## src/hdl/sliding_window_percentile_defines.svh

```systemverilog
// Assertion macros shared by the sliding window percentile design.
// Define ASSERT_OFF to compile the checks out; no other dependencies.
`ifndef SLIDING_WINDOW_PERCENTILE_DEFINES_SVH
`define SLIDING_WINDOW_PERCENTILE_DEFINES_SVH

`ifndef ASSERT_OFF

`define ASSERT_IMPLIES(label, clk, rst_n, ante, cons, msg) \
  label: assert property (@(posedge clk) disable iff (!(rst_n)) (ante) |-> (cons)) \
    else $error(msg);

`define ASSERT_NEXT(label, clk, rst_n, ante, cons, msg) \
  label: assert property (@(posedge clk) disable iff (!(rst_n)) (ante) |=> (cons)) \
    else $error(msg);

`else

`define ASSERT_IMPLIES(label, clk, rst_n, ante, cons, msg)

`define ASSERT_NEXT(label, clk, rst_n, ante, cons, msg)

`endif

`endif

```

## src/hdl/swp_pkg.sv

```systemverilog
`timescale 1ns / 1ps
// Shared constants and command/status types of the sliding window percentile block.
// No dependencies; used by the interfaces, the controller and the datapath.
package swp_pkg;

  localparam int WINDOW_MAX = 64;
  localparam int ADDR_W     = $clog2(WINDOW_MAX);
  localparam int CNT_W      = 7;
  localparam int SAMPLE_W   = 32;
  localparam int NUM_PCT    = 3;

  localparam int Y_W        = $clog2(99 * WINDOW_MAX + 100);
  localparam int RECIP      = 167773;
  localparam int RECIP_W    = 18;
  localparam int RECIP_SH   = 24;

  localparam logic [CNT_W-1:0] WINDOW_RESET = CNT_W'(60);

  localparam logic [6:0] PCT_MED = 7'd50;
  localparam logic [6:0] PCT_P90 = 7'd90;
  localparam logic [6:0] PCT_P99 = 7'd99;

  typedef struct packed {
    logic take_sample;
    logic store_write;
    logic rank_mul;
    logic rank_fin;
    logic cand_read;
    logic cand_load;
    logic scan_step;
    logic eval;
    logic out_load;
  } swp_cmd_t;

  typedef struct packed {
    logic scan_last;
    logic cand_last;
    logic out_free;
  } swp_stat_t;

endpackage

```

## src/hdl/swp_in_if.sv

```systemverilog
`timescale 1ns / 1ps
// Input channel of the sliding window percentile block: one sample per word.
// Depends on swp_pkg for the sample width.
interface swp_in_if import swp_pkg::*; ();
  logic                valid;
  logic                ready;
  logic [SAMPLE_W-1:0] sample_value;

  modport source(output valid, output sample_value, input ready);
  modport sink(input valid, input sample_value, output ready);
endinterface

```

## src/hdl/swp_out_if.sv

```systemverilog
`timescale 1ns / 1ps
// Output channel of the sliding window percentile block: three percentiles and a count.
// Depends on swp_pkg for the field widths.
interface swp_out_if import swp_pkg::*; ();
  logic                valid;
  logic                ready;
  logic [SAMPLE_W-1:0] median_value;
  logic [SAMPLE_W-1:0] p90_value;
  logic [SAMPLE_W-1:0] p99_value;
  logic [CNT_W-1:0]    fill_count;

  modport source(output valid, output median_value, output p90_value, output p99_value,
                 output fill_count, input ready);
  modport sink(input valid, input median_value, input p90_value, input p99_value,
               input fill_count, output ready);
endinterface

```

## src/hdl/sliding_window_percentile.sv

```systemverilog
`timescale 1ns / 1ps
// A word is accepted only in the idle state, after the previous result is loaded for output.
// The counting passes read one sample a cycle through the single sample memory read port.
// A new sample is accepted while the previous result still waits on the output register.
// Reset clears control, counts and the output valid flag; the window length returns to 60.
// The sample memory is not cleared; only written entries are ever used in a result.
`include "sliding_window_percentile_defines.svh"

module sliding_window_percentile import swp_pkg::*; (
  input  logic             clk_i,
  input  logic             rst_ni,
  input  logic             cfg_wr_en_i,
  input  logic [CNT_W-1:0] cfg_wr_data_i,
  swp_in_if.sink           in_i,
  swp_out_if.source        out_o
);

  swp_cmd_t  cmd;
  swp_stat_t stat;

  swp_ctrl u_ctrl (
    .clk_i      (clk_i),
    .rst_ni     (rst_ni),
    .in_valid_i (in_i.valid),
    .in_ready_o (in_i.ready),
    .stat_i     (stat),
    .cmd_o      (cmd)
  );

  swp_dp u_dp (
    .clk_i         (clk_i),
    .rst_ni        (rst_ni),
    .cmd_i         (cmd),
    .stat_o        (stat),
    .cfg_wr_en_i   (cfg_wr_en_i),
    .cfg_wr_data_i (cfg_wr_data_i),
    .sample_i      (in_i.sample_value),
    .out_ready_i   (out_o.ready),
    .out_valid_o   (out_o.valid),
    .median_o      (out_o.median_value),
    .p90_o         (out_o.p90_value),
    .p99_o         (out_o.p99_value),
    .fill_o        (out_o.fill_count)
  );

  `ASSERT_NEXT(a_accept_starts_write, clk_i, rst_ni, in_i.valid && in_i.ready, cmd.store_write, "accepted word did not start a store write")
  `ASSERT_IMPLIES(a_load_needs_room, clk_i, rst_ni, cmd.out_load, stat.out_free, "result loaded over an untaken word")
  `ASSERT_IMPLIES(a_fill_in_range, clk_i, rst_ni, out_o.valid, (out_o.fill_count != '0) && (out_o.fill_count <= CNT_W'(WINDOW_MAX)), "fill count out of range")
  `ASSERT_NEXT(a_taken_drains, clk_i, rst_ni, out_o.valid && out_o.ready && !cmd.out_load, !out_o.valid, "taken word still shown as valid")

endmodule

```

## src/hdl/swp_ctrl.sv

```systemverilog
`timescale 1ns / 1ps
// Controller state machine: sequences store update, rank setup, the counting passes and the output load.
// Depends on swp_pkg for the command and status types.
module swp_ctrl import swp_pkg::*; (
  input  logic      clk_i,
  input  logic      rst_ni,
  input  logic      in_valid_i,
  output logic      in_ready_o,
  input  swp_stat_t stat_i,
  output swp_cmd_t  cmd_o
);

  typedef enum logic [8:0] {
    S_IDLE  = 9'b000000001,
    S_WRITE = 9'b000000010,
    S_RANK1 = 9'b000000100,
    S_RANK2 = 9'b000001000,
    S_CAND  = 9'b000010000,
    S_LOAD  = 9'b000100000,
    S_SCAN  = 9'b001000000,
    S_EVAL  = 9'b010000000,
    S_DONE  = 9'b100000000
  } state_e;

  state_e state_q, state_d;

  always_ff @(posedge clk_i or negedge rst_ni) begin
    if (!rst_ni) begin
      state_q <= S_IDLE;
    end else begin
      state_q <= state_d;
    end
  end

  always_comb begin
    state_d    = state_q;
    cmd_o      = '0;
    in_ready_o = 1'b0;
    unique case (state_q)
      S_IDLE: begin
        in_ready_o = 1'b1;
        if (in_valid_i) begin
          cmd_o.take_sample = 1'b1;
          state_d = S_WRITE;
        end
      end
      S_WRITE: begin
        cmd_o.store_write = 1'b1;
        state_d = S_RANK1;
      end
      S_RANK1: begin
        cmd_o.rank_mul = 1'b1;
        state_d = S_RANK2;
      end
      S_RANK2: begin
        cmd_o.rank_fin = 1'b1;
        state_d = S_CAND;
      end
      S_CAND: begin
        cmd_o.cand_read = 1'b1;
        state_d = S_LOAD;
      end
      S_LOAD: begin
        cmd_o.cand_load = 1'b1;
        state_d = S_SCAN;
      end
      S_SCAN: begin
        cmd_o.scan_step = 1'b1;
        if (stat_i.scan_last) begin
          state_d = S_EVAL;
        end
      end
      S_EVAL: begin
        cmd_o.eval = 1'b1;
        state_d = stat_i.cand_last ? S_DONE : S_CAND;
      end
      S_DONE: begin
        if (stat_i.out_free) begin
          cmd_o.out_load = 1'b1;
          state_d = S_IDLE;
        end
      end
      default: begin
        state_d = S_IDLE;
      end
    endcase
  end

endmodule

```

## src/hdl/swp_dp.sv

```systemverilog
`timescale 1ns / 1ps
// Datapath: sample memory, window pointers, rank arithmetic, counting pass and output word.
// Depends on swp_pkg; driven by swp_ctrl through command and status structs.
module swp_dp import swp_pkg::*; (
  input  logic                clk_i,
  input  logic                rst_ni,
  input  swp_cmd_t            cmd_i,
  output swp_stat_t           stat_o,
  input  logic                cfg_wr_en_i,
  input  logic [CNT_W-1:0]    cfg_wr_data_i,
  input  logic [SAMPLE_W-1:0] sample_i,
  input  logic                out_ready_i,
  output logic                out_valid_o,
  output logic [SAMPLE_W-1:0] median_o,
  output logic [SAMPLE_W-1:0] p90_o,
  output logic [SAMPLE_W-1:0] p99_o,
  output logic [CNT_W-1:0]    fill_o
);

  localparam logic [6:0] PCT [NUM_PCT] = '{PCT_MED, PCT_P90, PCT_P99};

  logic [SAMPLE_W-1:0] mem_q [WINDOW_MAX];
  logic [SAMPLE_W-1:0] rd_q;
  logic [ADDR_W-1:0]   rd_addr;
  logic [ADDR_W-1:0]   wr_addr;

  logic [CNT_W-1:0]    wlen_q;
  logic [CNT_W-1:0]    held_q, held_d;
  logic [ADDR_W-1:0]   oldest_q, oldest_d;
  logic [SAMPLE_W-1:0] sample_q;
  logic [CNT_W-1:0]    len_eff;
  logic [CNT_W-1:0]    held_sat;
  logic [ADDR_W-1:0]   old_wrap;
  logic [CNT_W-1:0]    old_next;

  logic [Y_W-1:0]      y_q [NUM_PCT];
  logic [ADDR_W-1:0]   rank_q [NUM_PCT];
  logic [ADDR_W-1:0]   rank_d [NUM_PCT];

  logic [ADDR_W-1:0]   i_q;
  logic [CNT_W-1:0]    k_q;
  logic [SAMPLE_W-1:0] cand_q;
  logic [CNT_W-1:0]    lt_q;
  logic [CNT_W-1:0]    le_q;
  logic [SAMPLE_W-1:0] res_q [NUM_PCT];
  logic                hit [NUM_PCT];

  logic                out_vld_q;

  always_comb begin
    if (wlen_q == '0) begin
      len_eff = CNT_W'(1);
    end else if (wlen_q > CNT_W'(WINDOW_MAX)) begin
      len_eff = CNT_W'(WINDOW_MAX);
    end else begin
      len_eff = wlen_q;
    end
    held_sat = (held_q > len_eff) ? len_eff : held_q;
    old_wrap = ({1'b0, oldest_q} >= len_eff) ? '0 : oldest_q;
    old_next = {1'b0, old_wrap} + CNT_W'(1);
    if (held_sat < len_eff) begin
      wr_addr  = held_sat[ADDR_W-1:0];
      held_d   = held_sat + CNT_W'(1);
      oldest_d = old_wrap;
    end else begin
      wr_addr  = old_wrap;
      held_d   = held_sat;
      oldest_d = (old_next == len_eff) ? '0 : old_next[ADDR_W-1:0];
    end
  end

  assign rd_addr = cmd_i.cand_read ? i_q : k_q[ADDR_W-1:0];

  always_ff @(posedge clk_i) begin
    if (cmd_i.store_write) begin
      mem_q[wr_addr] <= sample_q;
    end
    rd_q <= mem_q[rd_addr];
  end

  always_comb begin
    for (int p = 0; p < NUM_PCT; p++) begin
      logic [Y_W+RECIP_W-1:0] prod;
      logic [CNT_W-1:0]       up;
      logic [CNT_W-1:0]       idx;
      prod = Y_W'(y_q[p]) * RECIP_W'(RECIP);
      up   = prod[RECIP_SH +: CNT_W];
      idx  = (up == '0) ? '0 : up - CNT_W'(1);
      if (idx > held_q - CNT_W'(1)) begin
        idx = held_q - CNT_W'(1);
      end
      rank_d[p] = idx[ADDR_W-1:0];
      hit[p] = (lt_q <= {1'b0, rank_q[p]}) && (le_q > {1'b0, rank_q[p]});
    end
  end

  always_ff @(posedge clk_i or negedge rst_ni) begin
    if (!rst_ni) begin
      wlen_q    <= WINDOW_RESET;
      held_q    <= '0;
      oldest_q  <= '0;
      out_vld_q <= 1'b0;
      i_q       <= '0;
      k_q       <= '0;
    end else begin
      if (cfg_wr_en_i) begin
        wlen_q <= cfg_wr_data_i;
      end
      if (cmd_i.store_write) begin
        held_q   <= held_d;
        oldest_q <= oldest_d;
      end
      if (cmd_i.rank_fin) begin
        i_q <= '0;
      end else if (cmd_i.eval) begin
        i_q <= i_q + ADDR_W'(1);
      end
      if (cmd_i.cand_load) begin
        k_q <= '0;
      end else if (cmd_i.scan_step) begin
        k_q <= k_q + CNT_W'(1);
      end
      if (cmd_i.out_load) begin
        out_vld_q <= 1'b1;
      end else if (out_ready_i) begin
        out_vld_q <= 1'b0;
      end
    end
  end

  always_ff @(posedge clk_i) begin
    if (cmd_i.take_sample) begin
      sample_q <= sample_i;
    end
    for (int p = 0; p < NUM_PCT; p++) begin
      if (cmd_i.rank_mul) begin
        y_q[p] <= Y_W'(PCT[p]) * Y_W'(held_q) + Y_W'(99);
      end
      if (cmd_i.rank_fin) begin
        rank_q[p] <= rank_d[p];
      end
      if (cmd_i.eval && hit[p]) begin
        res_q[p] <= cand_q;
      end
    end
    if (cmd_i.cand_load) begin
      cand_q <= rd_q;
      lt_q   <= '0;
      le_q   <= '0;
    end else if (cmd_i.scan_step && (k_q != '0)) begin
      if (rd_q < cand_q) begin
        lt_q <= lt_q + CNT_W'(1);
      end
      if (rd_q <= cand_q) begin
        le_q <= le_q + CNT_W'(1);
      end
    end
    if (cmd_i.out_load) begin
      median_o <= res_q[0];
      p90_o    <= res_q[1];
      p99_o    <= res_q[2];
      fill_o   <= held_q;
    end
  end

  assign out_valid_o      = out_vld_q;
  assign stat_o.scan_last = (k_q == held_q);
  assign stat_o.cand_last = ({1'b0, i_q} == held_q - CNT_W'(1));
  assign stat_o.out_free  = !out_vld_q || out_ready_i;

endmodule
```

## src/flat_wrapper.sv

```systemverilog
// flat-port wrapper written by rule: the top's interface ports become plain ports
module sliding_window_percentile_flat import swp_pkg::*;
  (clk_i, rst_ni, cfg_wr_en_i, cfg_wr_data_i, in_i_valid, in_i_sample_value, in_i_ready, out_o_valid, out_o_median_value, out_o_p90_value, out_o_p99_value, out_o_fill_count, out_o_ready);
  swp_in_if in_i_i ();
  swp_out_if out_o_i ();
  input  logic clk_i;
  input  logic rst_ni;
  input  logic cfg_wr_en_i;
  input  logic [CNT_W-1:0] cfg_wr_data_i;
  input wire logic [$bits(in_i_i.valid)-1:0] in_i_valid;
  input wire logic [$bits(in_i_i.sample_value)-1:0] in_i_sample_value;
  output wire logic [$bits(in_i_i.ready)-1:0] in_i_ready;
  output wire logic [$bits(out_o_i.valid)-1:0] out_o_valid;
  output wire logic [$bits(out_o_i.median_value)-1:0] out_o_median_value;
  output wire logic [$bits(out_o_i.p90_value)-1:0] out_o_p90_value;
  output wire logic [$bits(out_o_i.p99_value)-1:0] out_o_p99_value;
  output wire logic [$bits(out_o_i.fill_count)-1:0] out_o_fill_count;
  input wire logic [$bits(out_o_i.ready)-1:0] out_o_ready;
  assign in_i_i.valid = in_i_valid;
  assign in_i_i.sample_value = in_i_sample_value;
  assign in_i_ready = in_i_i.ready;
  assign out_o_valid = out_o_i.valid;
  assign out_o_median_value = out_o_i.median_value;
  assign out_o_p90_value = out_o_i.p90_value;
  assign out_o_p99_value = out_o_i.p99_value;
  assign out_o_fill_count = out_o_i.fill_count;
  assign out_o_i.ready = out_o_ready;
  sliding_window_percentile u_core (.clk_i(clk_i), .rst_ni(rst_ni), .cfg_wr_en_i(cfg_wr_en_i), .cfg_wr_data_i(cfg_wr_data_i), .in_i(in_i_i), .out_o(out_o_i));
endmodule
```

## config.mk

```make
export PLATFORM = sky130hd
export DESIGN_NAME = sliding_window_percentile_flat
export DESIGN_NICKNAME = d
export VERILOG_FILES = /design/src/hdl/swp_pkg.sv /design/src/hdl/swp_in_if.sv /design/src/hdl/swp_out_if.sv /design/src/hdl/sliding_window_percentile.sv /design/src/hdl/swp_ctrl.sv /design/src/hdl/swp_dp.sv /design/src/flat_wrapper.sv
export VERILOG_INCLUDE_DIRS = /design/src /design/src/hdl
export SDC_FILE = /design/constraint.sdc
export NUM_CORES = 2
export LEC_CHECK = 0
export BUFFER_PORTS_ARGS = -buffer_cell sky130_fd_sc_hd__buf_2
export CAP_MARGIN = 20
export CORE_MARGIN = 2
export CORE_UTILIZATION = 46
export DETAILED_ROUTE_END_ITERATION = 8
export GPL_TIMING_DRIVEN = 0
export PLACE_DENSITY = 0.67
export RECOVER_POWER = 100
export SLEW_MARGIN = 0
export SYNTH_ARGS = -nofsm -noshare
export SYNTH_HDL_FRONTEND = slang
export SYNTH_SLANG_ARGS = --single-unit
```

## constraint.sdc

```tcl
create_clock -name clk_i -period 7.02 [get_ports clk_i]
set_input_delay 1.404 -clock clk_i [delete_from_list [all_inputs] [get_ports clk_i]]
set_output_delay 1.404 -clock clk_i [all_outputs]
set_load 0.02 [all_outputs]
```

==> impl_metrics.env <==
export IMPL_finalWorstSetupSlack_ps=-413
export IMPL_layout_drive_gt1_share_pct=14.6
export IMPL_ctsHtreeMaxLevel=4
export IMPL_r2r_start="u_core.u_ctrl.state_q[5]$_DFFE_PN0P_"
export IMPL_seqPwrFrac_pct=34.2
export IMPL_final_hold_viol_count=0
export IMPL_cts_sinks=2452
export IMPL_fp_dieW_um=492
export IMPL_p_leak_uw=0.0458
export IMPL_grt_pass1_vias=70300
export IMPL_power_density_nw_per_um2=411
export IMPL_timing_rr_end="u_core.u_dp.rd_q[14]$_DFF_P_"
export IMPL_final_nets=9356
export IMPL_cts_made_buffers=230
export IMPL_maxCapViolations=24
export IMPL_relSlewSlack_pct=-45.9
export IMPL_grt_max_degree=44
export IMPL_top_usage_layer="met2"
export IMPL_clk_latency_ps=910
export IMPL_gr_usage_met1_pct=37.8
export IMPL_period_share_pct=106
export IMPL_core_area_um2=237000
export IMPL_total_power_uw=52000
export IMPL_drt_total_wl_um=368000
export IMPL_route_vias_total=73700
export IMPL_cts_tree="yes"
export IMPL_filler_cell_count=19200
export IMPL_grt_pass1_wl_um=510000
export IMPL_overflow=0
export IMPL_failed_checks="design-rule violations, max-capacitance violations, max-slew violations, negative setup slack"
export IMPL_crit_arrival_ps=8110
export IMPL_gp_congestion=1.01
export IMPL_status="finished, violations left"
export IMPL_antenna_found_initial=27
export IMPL_avgSynthCellArea_um2=14.1
export IMPL_final_cell_mix="edfxtp_1 (2,363), nand2_1 (1,472), inv_1 (508)"
export IMPL_p_sw_share_pct=35.2
export IMPL_synth_edf_count=2363
export IMPL_setup_viol_count_final=34
export IMPL_r2r_cells=13
export IMPL_critPathKind="register to register"
export IMPL_cts_hold_buffers=0
export IMPL_vdd_drop_max_mv=0.714
export IMPL_num_io_pins=149
export IMPL_syn_to_final_growth_pct=15.4
export IMPL_hpwl_um=256000
export IMPL_drt_vias_per_instance=6.16
export IMPL_syn_inst=7763
export IMPL_intPower_uw=33700
export IMPL_async_flop_share_pct=1.75
export IMPL_clockRootBuffer="clkbuf_16"
export IMPL_synth_main_ff_cell="edfxtp_1"
export IMPL_synth_fp_nets=8529
export IMPL_antenna_left=0
export IMPL_seq_area_um2=73000
export IMPL_holdCritPathClass="input port to async pin"
export IMPL_synth_warnings=0
export IMPL_grtUsageMet3_pct=11.4
export IMPL_rsz0062_at_grt="yes"
export IMPL_fmaxAchievable_mhz=135
export IMPL_synth_cell_type_count=88
export IMPL_rows=179
export IMPL_skew_ps=49.9
export IMPL_reg2reg_slack_ps=-410
export IMPL_report_final_slew_viol_count=649
export IMPL_critPathCaptureType="register"
export IMPL_path_clk_slew_ps=60
export IMPL_drt_pass1_iter_count=9
export IMPL_cts_buffer_depth=3
export IMPL_wl_per_cell_um=30.7
export IMPL_crit_fanout=10
export IMPL_detail_route_iter0_violations=11700
export IMPL_syn_area_um2=110000
export IMPL_combinationalPowerShare_pct=42.0
export IMPL_critPathLaunchType="register"
export IMPL_initial_core_util_pct=46.1
export IMPL_required_ps=7690
export IMPL_synth_yosys_seq_area_share_pct=66.6
export IMPL_drc_errors=5
export IMPL_synth_seq_cells=2452
export IMPL_design_area_um2=126000
export IMPL_port_buffers=147
export IMPL_worstMarginPinSlew_ps=2190
export IMPL_die_y_um=492
export IMPL_use_met2_pct=44.1
export IMPL_fin_crit_ps=7430
export IMPL_grt_usage_pct=29.7
export IMPL_power_frac_clock_pct=23.9
export IMPL_multi_input_area_um2=34200
export IMPL_layout_commonest_cell="edfxtp_1"
export IMPL_die_area_um2=242000
export IMPL_switching_power_uw=18300
export IMPL_place_area_um2=119000
worst max-delay path: stages (launching register included):
cell,delay (ps)
dfrtp_1,440
nor3_1,390
nand4_1,500
mux2i_1,1430
buf_4,450
clkbuf_2,480
buf_2,570
clkbuf_1,1160
nand2_1,140
nand3_1,150
nand4_1,210
nor4_1,720
nor2_1,170
o221ai_1,380
power by group through the flow:
| stage | Combinational, uW | Clock [uW] | Sequential [uW] |
|---|---|---|---|
| final | 21800 | 12400 | 17800 |
| after global routing | 23900 | 13000 | 17800 |
| after CTS | 19100 | 12400 | 17700 |
| after detailed placement | 17100 | 0 | 18100 |
| after global placement | 15400 | 0 | 18800 |
| after floorplan | 11500 | 0 | 18200 |
through the flow:
step | hold slack (ps) | instances | setup TNS [ps] | worst slack [ps] | util (%)
after CTS | 407 | 11900 | -96.2 | -27.4 | 54.1
final | 388 | 12000 | -1170 | -413 | 53.3
after detailed placement | 405 | 11300 | -1563080 | -1460 | 50.0
after global routing | 409 | 12000 | -12240 | -233 | 53.2
after floorplan | 400 | 7763 | 0 | 56.8 | -
after global placement | 401 | 11100 | -6537970 | -3650 | 48.1
flip-flops by register name, summed over array words and instances (netlist names), 32 cells and up:
name / flops
u_core.u_dp.mem_q: 2048
u_core.u_dp.res_q: 96
u_core.u_dp.y_q: 34
out_o_median_value: 32
out_o_p90_value: 32
out_o_p99_value: 32
u_core.u_dp.cand_q: 32
u_core.u_dp.rd_q: 32
u_core.u_dp.sample_q: 32
Yosys cell counts, types with 38 or more instances:
cell,count,area (um^2)
o21ai_0,79,395
nand3_1,499,2500
and3_1,85,532
a32oi_1,57,499
xor2_1,41,359
nand2_1,1484,5570
fa_1,242,4840
mux2i_1,114,1140
xnor2_1,82,718
ha_1,480,6010
a31oi_1,135,845
a21o_1,46,345
mux4_2,134,3020
a311oi_1,41,359
dfrtp_1,38,951
buf_2,137,686
inv_1,526,1970
edfxtp_1,2363,71000
dfxtp_1,46,921
clkbuf_1,134,503
nand4_1,101,632
a21oi_1,159,796
nor2_1,199,747
logic make-up (layout without fill, tap and decap cells):
group / count (synthesis) / after routing / synth area share [%]
compound gates: 784 / 784 / 4.94
fa+ha+maj: 722 / 722 / 9.91
simple gates: 2548 / 2548 / 10.2
buf+inv: 856 / 1882 / 3.24
mux: 278 / 278 / 4.11
other cells: 0 / 6 / 0
xor+xnor: 123 / 123 / 0.983
flops: 2452 / 2452 / 66.6
how the worst max path moves through the flow:
stage | cells past startpoint | slack [ps] | endpoint | startpoint
after global routing | 25 | -230 | u_core.u_dp.rank_q[0][9]$_DFFE_PN_ | u_core.u_dp.y_q[0][22]$_DFFE_PP_
after detailed placement | 28 | -1460 | u_core.u_dp.rank_q[0][15]$_DFFE_PN_ | u_core.u_dp.y_q[0][26]$_DFFE_PP_
after global placement | 19 | -3650 | u_core.u_dp.mem_q[17][26]$_DFFE_PP_ | u_core.u_dp.held_q[0]$_DFFE_PN0P_
final | 13 | -410 | u_core.u_dp.rd_q[14]$_DFF_P_ | u_core.u_ctrl.state_q[5]$_DFFE_PN0P_
after CTS | 27 | -30 | u_core.u_dp.rank_q[0][9]$_DFFE_PN_ | u_core.u_dp.y_q[0][18]$_DFFE_PP_
after floorplan | 28 | 60 | u_core.u_dp.rank_q[0][11]$_DFFE_PN_ | u_core.u_dp.y_q[0][21]$_DFFE_PP_
final cells by class:
| cell class | count | share of cell area (%) |
|---|---|---|
| flip-flops and latches | 2452 | 57.7 |
| multi-input cells | 4455 | 27.0 |
| clock buffers | 287 | 4.84 |
| repair buffers | 599 | 3.43 |
| well taps | 3167 | 3.13 |
| inverters | 527 | 1.57 |
| plain buffers | 325 | 1.21 |
| clock inverters | 144 | 1.05 |
| diodes | 6 | 0.0119 |
metal layers:
| layer | vias to the layer above | wire length [um] | part of all wire (%) |
|---|---|---|---|
| met5 | - | 520 | 0.14 |
| met2 | 5842 | 158000 | 43 |
| met3 | 1408 | 56200 | 15 |
| met1 | 36200 | 128000 | 35 |
| li1 | 30200 | - | - |
| met4 | 39 | 25400 | 6.9 |
repair_timing:
action / in CTS / in global routing
endpoints found under the hold margin: 0 / 0
resized for setup: 86 / 164
endpoints found under the setup margin: 2066 / 2014
gates cloned: 0 / 0
setup buffers: 194 / 62
pin swaps: 96 / 103
Power figures use the tool's default switching activity.
